## config.mk

```make
export PLATFORM = sky130hd
export DESIGN_NAME = prescaled_timers_interrupt_controller_flat
export DESIGN_NICKNAME = d
export VERILOG_FILES = /design/src/rtl/ptic_pkg.sv /design/src/rtl/ptic_if.sv /design/src/rtl/prescaled_timers_interrupt_controller.sv /design/src/flat_wrapper.sv
export SDC_FILE = /design/constraint.sdc
export NUM_CORES = 1
export LEC_CHECK = 0
export CELL_PAD_IN_SITES_DETAIL_PLACEMENT = 2
export CELL_PAD_IN_SITES_GLOBAL_PLACEMENT = 2
export CORE_ASPECT_RATIO = 0.9
export CORE_MARGIN = 1.5
export CORE_UTILIZATION = 39
export DETAILED_ROUTE_END_ITERATION = 12
export DONT_BUFFER_PORTS = 1
export HOLD_SLACK_MARGIN = 0.02
export MAX_ROUTING_LAYER = met4
export PLACE_DENSITY = 0.87
export SETUP_SLACK_MARGIN = 0.1
export SLEW_MARGIN = 15
export SYNTH_ARGS = -nofsm -noshare
export SYNTH_HDL_FRONTEND = slang
export SYNTH_SLANG_ARGS = --single-unit
```

## constraint.sdc

```tcl
create_clock -name clk_i -period 7.7 [get_ports clk_i]
set_clock_uncertainty 0.05 [all_clocks]
set_input_delay 0.77 -clock clk_i [delete_from_list [all_inputs] [get_ports clk_i]]
set_output_delay 0.77 -clock clk_i [all_outputs]
set_load 0.02 [all_outputs]
```

## src/rtl/ptic_pkg.sv

```systemverilog
// shared types and constants of the prescaled timers and interrupt controller
package ptic_pkg;

  // flag register layout
  localparam int unsigned FlagBits      = 11;
  localparam int unsigned SoftBit       = 5;
  localparam int unsigned TimerBit0     = 6;
  localparam int unsigned SampleDoneBit = 10;
  localparam int unsigned LevelTop      = 7;
  localparam int unsigned NumTimers     = 3;
  localparam int unsigned CountBits     = 8;
  localparam int unsigned ModeBits      = 3;
  localparam int unsigned LevelBits     = 3;
  localparam int unsigned LevelSrcs     = LevelTop + 1;

  // operation codes of an input item
  typedef enum logic [2:0] {
    OP_TICK        = 3'd0,
    OP_TIMER_WRITE = 3'd1,
    OP_SUB_ENABLE  = 3'd2,
    OP_SUB_SET     = 3'd3,
    OP_SUB_RESET   = 3'd4,
    OP_MAIN_ENABLE = 3'd5,
    OP_MAIN_SET    = 3'd6,
    OP_MAIN_RESET  = 3'd7
  } op_e;

  // configuration register indexes
  typedef enum logic [1:0] {
    CFG_LEVEL_BIT0 = 2'd0,
    CFG_LEVEL_BIT1 = 2'd1,
    CFG_LEVEL_BIT2 = 2'd2
  } cfg_idx_e;

  typedef logic [FlagBits-1:0] flags_t;

  // input item
  typedef struct packed {
    logic [2:0]          operation;
    logic [1:0]          timer_select;
    logic [FlagBits-1:0] write_data;
  } ptic_in_t;

  // result item
  typedef struct packed {
    logic [FlagBits-1:0]  sub_pending_mask;
    logic [LevelBits-1:0] sub_level;
    logic                 main_irq;
  } ptic_out_t;

endpackage

```

## src/rtl/ptic_if.sv

```systemverilog
// valid/ready stream interfaces for the input and result channels
interface ptic_in_if;
  import ptic_pkg::*;
  logic     valid;
  logic     ready;
  ptic_in_t data;
  modport source (output valid, output data, input ready);
  modport sink (input valid, input data, output ready);
endinterface

interface ptic_out_if;
  import ptic_pkg::*;
  logic      valid;
  logic      ready;
  ptic_out_t data;
  modport source (output valid, output data, input ready);
  modport sink (input valid, input data, output ready);
endinterface

```

## src/rtl/prescaled_timers_interrupt_controller.sv

```systemverilog
// Three prescaled 8-bit timers with a sound-side and a main-side interrupt controller.
//
// Channels: in_i carries one operation per transfer (sample tick, timer write,
// enable write, pending set or pending reset); out_o carries one result per
// input: the enabled-and-pending sound-side mask, the level of its lowest
// pending source and the main-side irq. The user must write the three level
// registers via cfg_we_i/cfg_idx_i/cfg_data_i only while idle; the block does not check.
// Update: the state and the output register are both loaded at the input
// transfer, so the item's result sits in the output register the cycle after.
// Throughput: one item per cycle while out_o is not stalled; the state update
// and the level lookup are a single pass of short logic into the output register.
// Stall: in_i.ready is high while the output register is empty or is being
// emptied in the same cycle, so a stalled receiver holds the input back
// after exactly one result is queued, and nothing is lost.
// Reset: rst_ni clears all timers, modes, enables, pending bits and level
// registers, sets every prescaler to one and empties the output register.
module prescaled_timers_interrupt_controller (
  input  logic             clk_i,
  input  logic             rst_ni,
  input  logic             cfg_we_i,
  input  logic [1:0]       cfg_idx_i,
  input  logic [7:0]       cfg_data_i,
  ptic_in_if.sink          in_i,
  ptic_out_if.source       out_o
);
  import ptic_pkg::*;

  logic [LevelSrcs-1:0] level_mask_q [LevelBits];

  logic [CountBits-1:0] count_q [NumTimers];
  logic [CountBits-1:0] count_d [NumTimers];
  logic [ModeBits-1:0]  mode_q  [NumTimers];
  logic [ModeBits-1:0]  mode_d  [NumTimers];
  logic [CountBits-1:0] presc_q [NumTimers];
  logic [CountBits-1:0] presc_d [NumTimers];

  flags_t sub_en_q, sub_en_d, sub_pend_q, sub_pend_d;
  flags_t main_en_q, main_en_d, main_pend_q, main_pend_d;

  logic      out_valid_q;
  ptic_out_t out_q, out_d;
  logic      in_xfer;

  assign in_i.ready  = !out_valid_q || out_o.ready;
  assign in_xfer     = in_i.valid && in_i.ready;
  assign out_o.valid = out_valid_q;
  assign out_o.data  = out_q;

  // level register writes
  always_ff @(posedge clk_i or negedge rst_ni) begin
    if (!rst_ni) begin
      for (int b = 0; b < LevelBits; b++) level_mask_q[b] <= '0;
    end else if (cfg_we_i) begin
      unique case (cfg_idx_e'(cfg_idx_i))
        CFG_LEVEL_BIT0: level_mask_q[0] <= cfg_data_i;
        CFG_LEVEL_BIT1: level_mask_q[1] <= cfg_data_i;
        CFG_LEVEL_BIT2: level_mask_q[2] <= cfg_data_i;
        default: ;
      endcase
    end
  end

  // next state of timers and controllers for the offered item
  always_comb begin
    flags_t                 timer_flags;
    logic [CountBits-1:0]   cnt_inc;
    logic [ModeBits-1:0]    new_mode;
    flags_t                 data;
    count_d     = count_q;
    mode_d      = mode_q;
    presc_d     = presc_q;
    sub_en_d    = sub_en_q;
    sub_pend_d  = sub_pend_q;
    main_en_d   = main_en_q;
    main_pend_d = main_pend_q;
    timer_flags = '0;
    cnt_inc     = '0;
    data        = in_i.data.write_data;
    new_mode    = data[CountBits +: ModeBits];

    unique case (op_e'(in_i.data.operation))
      OP_TICK: begin
        for (int t = 0; t < NumTimers; t++) begin
          if (presc_q[t] > CountBits'(1)) begin
            presc_d[t] = presc_q[t] - CountBits'(1);
          end else begin
            presc_d[t] = CountBits'(1) << mode_q[t];
            cnt_inc    = count_q[t] + CountBits'(1);
            count_d[t] = cnt_inc;
            if (cnt_inc == '0) timer_flags[TimerBit0 + t] = 1'b1;
          end
        end
        sub_pend_d  = sub_pend_q | timer_flags;
        sub_pend_d[SampleDoneBit] = 1'b1;
        main_pend_d = main_pend_q | timer_flags;
      end
      OP_TIMER_WRITE: begin
        for (int t = 0; t < NumTimers; t++) begin
          if (in_i.data.timer_select == 2'(t)) begin
            count_d[t] = data[CountBits-1:0];
            if (new_mode != mode_q[t]) begin
              mode_d[t]  = new_mode;
              presc_d[t] = CountBits'(1) << new_mode;
            end
          end
        end
      end
      OP_SUB_ENABLE:  sub_en_d = data;
      OP_SUB_SET:     if (data[SoftBit]) sub_pend_d[SoftBit] = 1'b1;
      OP_SUB_RESET:   sub_pend_d = sub_pend_q & ~data;
      OP_MAIN_ENABLE: main_en_d = data;
      OP_MAIN_SET:    if (data[SoftBit]) main_pend_d[SoftBit] = 1'b1;
      OP_MAIN_RESET:  main_pend_d = main_pend_q & ~data;
      default: ;
    endcase
  end

  // result from the updated state: lowest enabled pending source picks the level
  always_comb begin
    flags_t                  mask;
    logic [3:0]              src;
    logic [ModeBits-1:0]     lvl_idx;
    mask = sub_en_d & sub_pend_d;
    src  = '0;
    for (int i = FlagBits - 1; i >= 0; i--) begin
      if (mask[i]) src = 4'(i);
    end
    lvl_idx = (src > 4'(LevelTop)) ? ModeBits'(LevelTop) : src[ModeBits-1:0];
    out_d.sub_pending_mask = mask;
    out_d.sub_level = (mask == '0) ? '0 :
        {level_mask_q[2][lvl_idx], level_mask_q[1][lvl_idx], level_mask_q[0][lvl_idx]};
    out_d.main_irq = |(main_en_d & main_pend_d);
  end

  // state registers
  always_ff @(posedge clk_i or negedge rst_ni) begin
    if (!rst_ni) begin
      for (int t = 0; t < NumTimers; t++) begin
        count_q[t] <= '0;
        mode_q[t]  <= '0;
        presc_q[t] <= CountBits'(1);
      end
      sub_en_q    <= '0;
      sub_pend_q  <= '0;
      main_en_q   <= '0;
      main_pend_q <= '0;
    end else if (in_xfer) begin
      count_q     <= count_d;
      mode_q      <= mode_d;
      presc_q     <= presc_d;
      sub_en_q    <= sub_en_d;
      sub_pend_q  <= sub_pend_d;
      main_en_q   <= main_en_d;
      main_pend_q <= main_pend_d;
    end
  end

  // output register
  always_ff @(posedge clk_i or negedge rst_ni) begin
    if (!rst_ni) begin
      out_valid_q <= 1'b0;
    end else if (in_xfer) begin
      out_valid_q <= 1'b1;
    end else if (out_o.ready) begin
      out_valid_q <= 1'b0;
    end
  end

  always_ff @(posedge clk_i) begin
    if (in_xfer) out_q <= out_d;
  end

endmodule
```

## src/flat_wrapper.sv

```systemverilog
// flat-port wrapper written by rule: the top's interface ports become plain ports
module prescaled_timers_interrupt_controller_flat import ptic_pkg::*;
  (clk_i, rst_ni, cfg_we_i, cfg_idx_i, cfg_data_i, in_i_valid, in_i_data, in_i_ready, out_o_valid, out_o_data, out_o_ready);
  ptic_in_if in_i_i ();
  ptic_out_if out_o_i ();
  input  logic clk_i;
  input  logic rst_ni;
  input  logic cfg_we_i;
  input  logic [1:0] cfg_idx_i;
  input  logic [7:0] cfg_data_i;
  input wire logic [$bits(in_i_i.valid)-1:0] in_i_valid;
  input wire logic [$bits(in_i_i.data)-1:0] in_i_data;
  output wire logic [$bits(in_i_i.ready)-1:0] in_i_ready;
  output wire logic [$bits(out_o_i.valid)-1:0] out_o_valid;
  output wire logic [$bits(out_o_i.data)-1:0] out_o_data;
  input wire logic [$bits(out_o_i.ready)-1:0] out_o_ready;
  assign in_i_i.valid = in_i_valid;
  assign in_i_i.data = in_i_data;
  assign in_i_ready = in_i_i.ready;
  assign out_o_valid = out_o_i.valid;
  assign out_o_data = out_o_i.data;
  assign out_o_i.ready = out_o_ready;
  prescaled_timers_interrupt_controller u_core (.clk_i(clk_i), .rst_ni(rst_ni), .cfg_we_i(cfg_we_i), .cfg_idx_i(cfg_idx_i), .cfg_data_i(cfg_data_i), .in_i(in_i_i), .out_o(out_o_i));
endmodule
```

* Yosys cells after proc, flatten, opt, wreduce, memory -nomap -nowiden
Cells that the tools add are included.
** Operators by class
- Add/subtract/negate cells :: 6
- Divide/modulo/power cells :: 0
- Magnitude comparators :: 5
- Bitwise operators :: 7
- $mul :: 0
- Reduce and logical (&&, ||, !) cells :: 25
- Muxes and demuxes :: 56
- Shift operators :: 4
- Equality and inequality tests :: 23
** Operators by type and width (number)
- 8-bit two-way mux :: 15
- 24-bit one-hot mux with 2 select lines :: 2
- 11-bit AND :: 4
- 4-bit two-way mux :: 11
- 5-bit one-hot mux with 2 select lines :: 4
- 4-bit AND reduction :: 9
- 1-bit by 3-bit << shifter with 8-bit output, first input constant :: 4
- 8-bit by 1-bit adder with 8-bit output, second input constant :: 3
- 8-bit by 1-bit greater-than comparator with 1-bit output, second input constant :: 3
- 8-bit logical NOT :: 3
- 8-bit by 1-bit subtractor with 8-bit output, second input constant :: 3
- 11-bit two-way mux :: 2
- 1-bit two-way mux :: 16
- 3-bit equality test, second input constant :: 4
- 2-bit by 1-bit != test with 1-bit output, second input constant :: 6
- 11-bit logical NOT :: 1
- 11-bit inverter :: 1
- 11-bit by 9-bit bitwise OR with 11-bit output :: 1
- 11-bit OR reduction :: 1
- 10-bit by 9-bit bitwise OR with 10-bit output :: 1
- 1-bit binary-select mux with 3-bit select :: 3
- 3-bit != test :: 3
- 3-bit by 2-bit equality test with 1-bit output, second input constant :: 2
- 2-bit != test, second input constant :: 3
- 14 further kinds :: 21
** Word-level totals
- Memory bits (writable) :: 0
- Bits in read-only memories :: 0
- Register bits after elaboration :: 141
- Logic and storage cells :: 146
- Memories kept :: 0
- Latch bits :: 0

* Depth between registers and ports, before layout
- Depth in word-level cells :: 23
- Depth in mapped cells :: 12
- Depth with buffers taken out :: 11

* Least setup slack after synthesis
No wires, ideal clock.
- Path type :: input to register
- Start point :: input in_i_data[15]
- End point :: register u_core.out_q (netlist bit u_core.out_o.data[1]), data pin
- Cell stages on the path :: 10
- Slack :: 4.307 ns
- Library setup time :: 0.275 ns
- Arrival :: 3.067 ns
- Cells stage by stage :: or3b_1 > clkbuf_1 > mux2i_1 > or2_2 > nor4b_2 > a21o_1 > buf_2 > nand2_1 > a2111oi_0 > o22ai_1
** Between the ends
- Longest elaborated chain between the ends :: 18
- Elaborated cells between the ends (all ways) :: 25
- Those cells by class :: 1 x order compare; 3 x eq/ne; 18 x mux; 1 x bitwise; 2 x reduce/logical
** RTL lines
- start: declaration :: line flat_wrapper.sv:12 : input wire logic [$bits(in_i_i.data)-1:0] in_i_data;
- 3-bit equality test, or another cell as far along :: line prescaled_timers_interrupt_controller.sv:81 : unique case (op_e'(in_i.data.operation))
- 5-bit one-hot mux with 2 select lines / 11-bit two-way mux (equally long branches) :: line prescaled_timers_interrupt_controller.sv:81
- 11-bit AND (*) :: line prescaled_timers_interrupt_controller.sv:123 : mask = sub_en_d & sub_pend_d;
- 4-bit two-way mux (11 in series) :: line prescaled_timers_interrupt_controller.sv:126 : if (mask[i]) src = 4'(i);
- 4-bit by 3-bit greater-than comparator with 1-bit output :: line prescaled_timers_interrupt_controller.sv:128 : lvl_idx = (src > 4'(LevelTop)) ? ModeBits'(LevelTop) : src[ModeBits-1:0];
- 3-bit two-way mux :: line prescaled_timers_interrupt_controller.sv:128
- 1-bit binary-select mux with 3-bit select :: line prescaled_timers_interrupt_controller.sv:131 : {level_mask_q[2][lvl_idx], level_mask_q[1][lvl_idx], level_mask_q[0][lvl_idx]};
- 1-bit two-way mux (not written as such) :: line prescaled_timers_interrupt_controller.sv:131
- end signal: assignment :: line prescaled_timers_interrupt_controller.sv:170 : if (in_xfer) out_q <= out_d;
- end: declaration :: line prescaled_timers_interrupt_controller.sv:41 : ptic_out_t out_q, out_d;
Every way passes the cells marked *; elsewhere a longest branch is shown, timed or not. The select of a mux whose other input is x is not followed.
A chain may end at the register's enable or synchronous reset.

==> results_dict.tcl <==
set metrics [dict create \
    die_area_um2 21650 \
    grt_pass1_vias 7683 \
    drv_slew 0 \
    vias 7106 \
    ir_drop_mv 0.1140 \
    finalHoldViolations 0 \
    synth_edf_count 15 \
    grt_usage_pct 28.96 \
    regArea_um2 3607 \
    relSlewSlack_pct 21.74 \
    cts_inserted_buffers 17 \
    wl_per_cell_um 26.96 \
    diodes 0 \
    power_frac_comb_pct 26.0 \
    final_area_um2 8838 \
    busiest_layer "met2" \
    power_switching_mw 0.9806 \
    intPower_mw 1.711 \
    cap_viol_max_count 0 \
    crit_type "reg2reg" \
    p_seq_share_pct 43.2 \
    clock_latency_ns 0.44 \
    grtUsageMet3_pct 5.606 \
    cts-root-buf "clkbuf_16" \
    ys_ff_latch 141 \
    yosysWarnings 0 \
    worstPathMaxFanout 16 \
    postCtsResizedCells 0 \
    final_common_cell "dfrtp_1" \
    drtIter0Drc 540 \
    grt_overflow 0 \
    period_needed_ns 4.281 \
    cts_tree "built" \
    hold_path_class "in2async" \
    dr.pass1.iters 4 \
    grt_pass1_wl_um 46220 \
    p_leak_nw 3.508 \
    swShare_pct 36.44 \
    clock-sinks 141 \
    final_cell_mix "123 x dfrtp_1, 87 x a21oi_1, 77 x nand2_1" \
    routed_wl_um 29440 \
    cts_max_path_buffers 2 \
    die_w_um 154.9 \
    fmax_mhz 233.6 \
    viasPerCell 6.507 \
    required_ns 7.80 \
    async_flop_share_pct 89.36 \
    status "complete, no violations" \
    globalplace.congestion 0.8118 \
    syn_area_um2 8102 \
    worstMarginPinSlew_ns 1.171 \
    h-tree-depth 4 \
    end_kind "flop" \
    groute.layer.met1.usage_pct 37.90 \
    placed_cell_area_um2 8224 \
    core_um2 20170 \
    ios 48 \
    syn_nets 903 \
    seq_area_frac_synth_pct 44.53 \
    rows 49 \
    ant_nets 0 \
    synth.distinct_cells 74 \
    dieHeight_um 139.7 \
    power.density_nw_per_um2 304.5 \
    setup_tns_ns 0 \
    rsz0062_at_grt "no" \
    netlist_instances 860 \
    clockPowerShare_pct 30.9 \
    grt_antenna_before_repair 0 \
    period_share_pct 55.59 \
    nFillCells 2094 \
    worstSetupStartpointType "flop" \
    cp_data_arrival_time_ns 4.38 \
    synth_ff_type "dfrtp_1" \
    setup_violations 0 \
    fin_nets 868 \
    dpl.hpwl_um 18550 \
    drive_above_1_share_pct 13.02 \
    grt_max_degree 124 \
    area_growth_pct 9.097 \
    drcViolationCount 0 \
    use_met2_pct 45.60 \
    portBuffers 0 \
    initial_core_util_pct 40.17 \
    clkTransAtPathRegs_ns 0.06 \
    avgSynthCellArea_um2 9.420 \
    multi_input_area_um2 4208 \
]
-- power by group through the flow --
stage | registers, mW | clock network (mW) | logic [mW]
finish | 1.16 | 0.831 | 0.699
global route | 1.18 | 0.868 | 0.770
CTS | 1.15 | 0.840 | 0.699
detailed placement | 1.16 | 0 | 0.648
global placement | 1.14 | 0 | 0.608
floorplan | 1.06 | 0 | 0.547
-- worst paths after layout --
path / start / endpoint / slack [ns] / cells after the start
max: u_core.presc_q[13]$_DFFE_PN0P_ / u_core.out_o.data[3]$_SDFFCE_PN0P_ / 3.42 / 9
max reg2reg: u_core.presc_q[13]$_DFFE_PN0P_ / u_core.out_o.data[3]$_SDFFCE_PN0P_ / 3.42 / 9
min reg2reg: u_core.main_pend_q[8]$_DFFE_PN0P_ / u_core.main_pend_q[8]$_DFFE_PN0P_ / 0.45 / 2
min in group clk_i: in_i_data[2] / u_core.main_pend_q[2]$_DFFE_PN0P_ / 0.38 / 1
max in group asynchronous: rst_ni / u_core.presc_q[15]$_DFFE_PN0P_ / 6.83 / 1
min: rst_ni / u_core.presc_q[8]$_DFFE_PN1P_ / 0.13 / 0
-- metrics by stage --
| stage | power [mW] | util [%] | hold slack [ns] | std cells | setup slack [ns] |
|---|---|---|---|---|---|
| CTS | 2.693 | 43.74 | 0.1191 | 1092 | 3.479 |
| detailed placement | 1.803 | 40.77 | 0.4257 | 1060 | 3.622 |
| finish | 2.691 | 43.82 | 0.1339 | 1092 | 3.419 |
| floorplan | 1.607 | - | 0.3784 | 860 | 4.307 |
| global placement | 1.747 | 40.77 | 0.3920 | 1060 | 3.774 |
| global route | 2.822 | 43.82 | 0.1164 | 1092 | 3.248 |
-- Yosys cell counts, drive strengths merged (6+ instances only) --
master / n / share of area (%)
xor2: 10 / 1.1
a21boi: 15 / 1.4
and3: 14 / 1.1
nand2b: 7 / 0.54
a22oi: 6 / 0.56
o22a: 21 / 2.3
xnor2: 16 / 1.7
dfrtp: 123 / 38
a41oi: 7 / 0.76
nor4: 7 / 0.73
a211oi: 8 / 0.86
mux2: 44 / 6.1
inv: 22 / 1.0
nor2: 72 / 3.4
buf: 6 / 0.32
o31ai: 7 / 0.65
a22o: 12 / 1.3
nor3b: 7 / 0.71
o21ai: 60 / 3.7
nand3: 18 / 1.1
nor3: 20 / 1.2
clkbuf: 52 / 2.4
a21oi: 89 / 5.5
a31oi: 9 / 0.69
ha: 12 / 1.9
nor2b: 6 / 0.46
edfxtp: 15 / 5.6
nand2: 78 / 3.6
-- final cells by class --
class,count,area share (%)
flip-flops and latches,141,40.81
clock inverters,12,1.571
multi-input cells,639,47.61
inverters,22,0.9343
well taps,255,3.610
clock buffers,19,4.898
repair buffers,4,0.5663
-- logic make-up after synthesis --
kind of cell | Yosys count | share of synthesized area (%)
adder cells (fa/ha/maj) | 12 | 1.853
multiplexers | 48 | 6.610
buffers and inverters | 80 | 3.753
AND/OR/NAND/NOR | 268 | 16.65
flip-flops | 141 | 44.53
XOR/XNOR | 26 | 2.811
AO/OA/AOI/OAI | 285 | 23.80
-- critical path, cell delays in order, from the launching register on --
cell       delay (ns)
dfrtp_1          0.41
or4_4            0.58
nor4_4           0.78
o2111ai_2        0.32
a221oi_4         0.39
o21ba_4          0.22
a21o_1           0.31
and3_1           0.26
a2111oi_0        0.50
o22ai_1          0.17
-- sequential cells by signal, summed over array words and instances, names as in the netlist --
register and cells:
u_core.main_en_q 11, u_core.sub_en_q 11, u_core.out_o.valid 1, u_core.mode_q 9
u_core.level_mask_q 24, u_core.main_pend_q 11, u_core.out_o.data 15, u_core.sub_pend_q 11
u_core.count_q 24, u_core.presc_q 24
-- repair_timing --
item	4_1_cts	5_1_grt
endpoints found under the setup margin	0	0
setup buffers	0	0
endpoints found under the hold margin	123	0
hold buffers	1	0
-- routing by layer --
| metal | routed length (um) | up-vias |
|---|---|---|
| met5 | 0 | - |
| met2 | 14150 | 200 |
| met3 | 1401 | 49 |
| met1 | 13320 | 3746 |
| met4 | 563 | 0 |
| li1 | - | 3111 |
No activity file was read; power rests on OpenSTA's default activity.
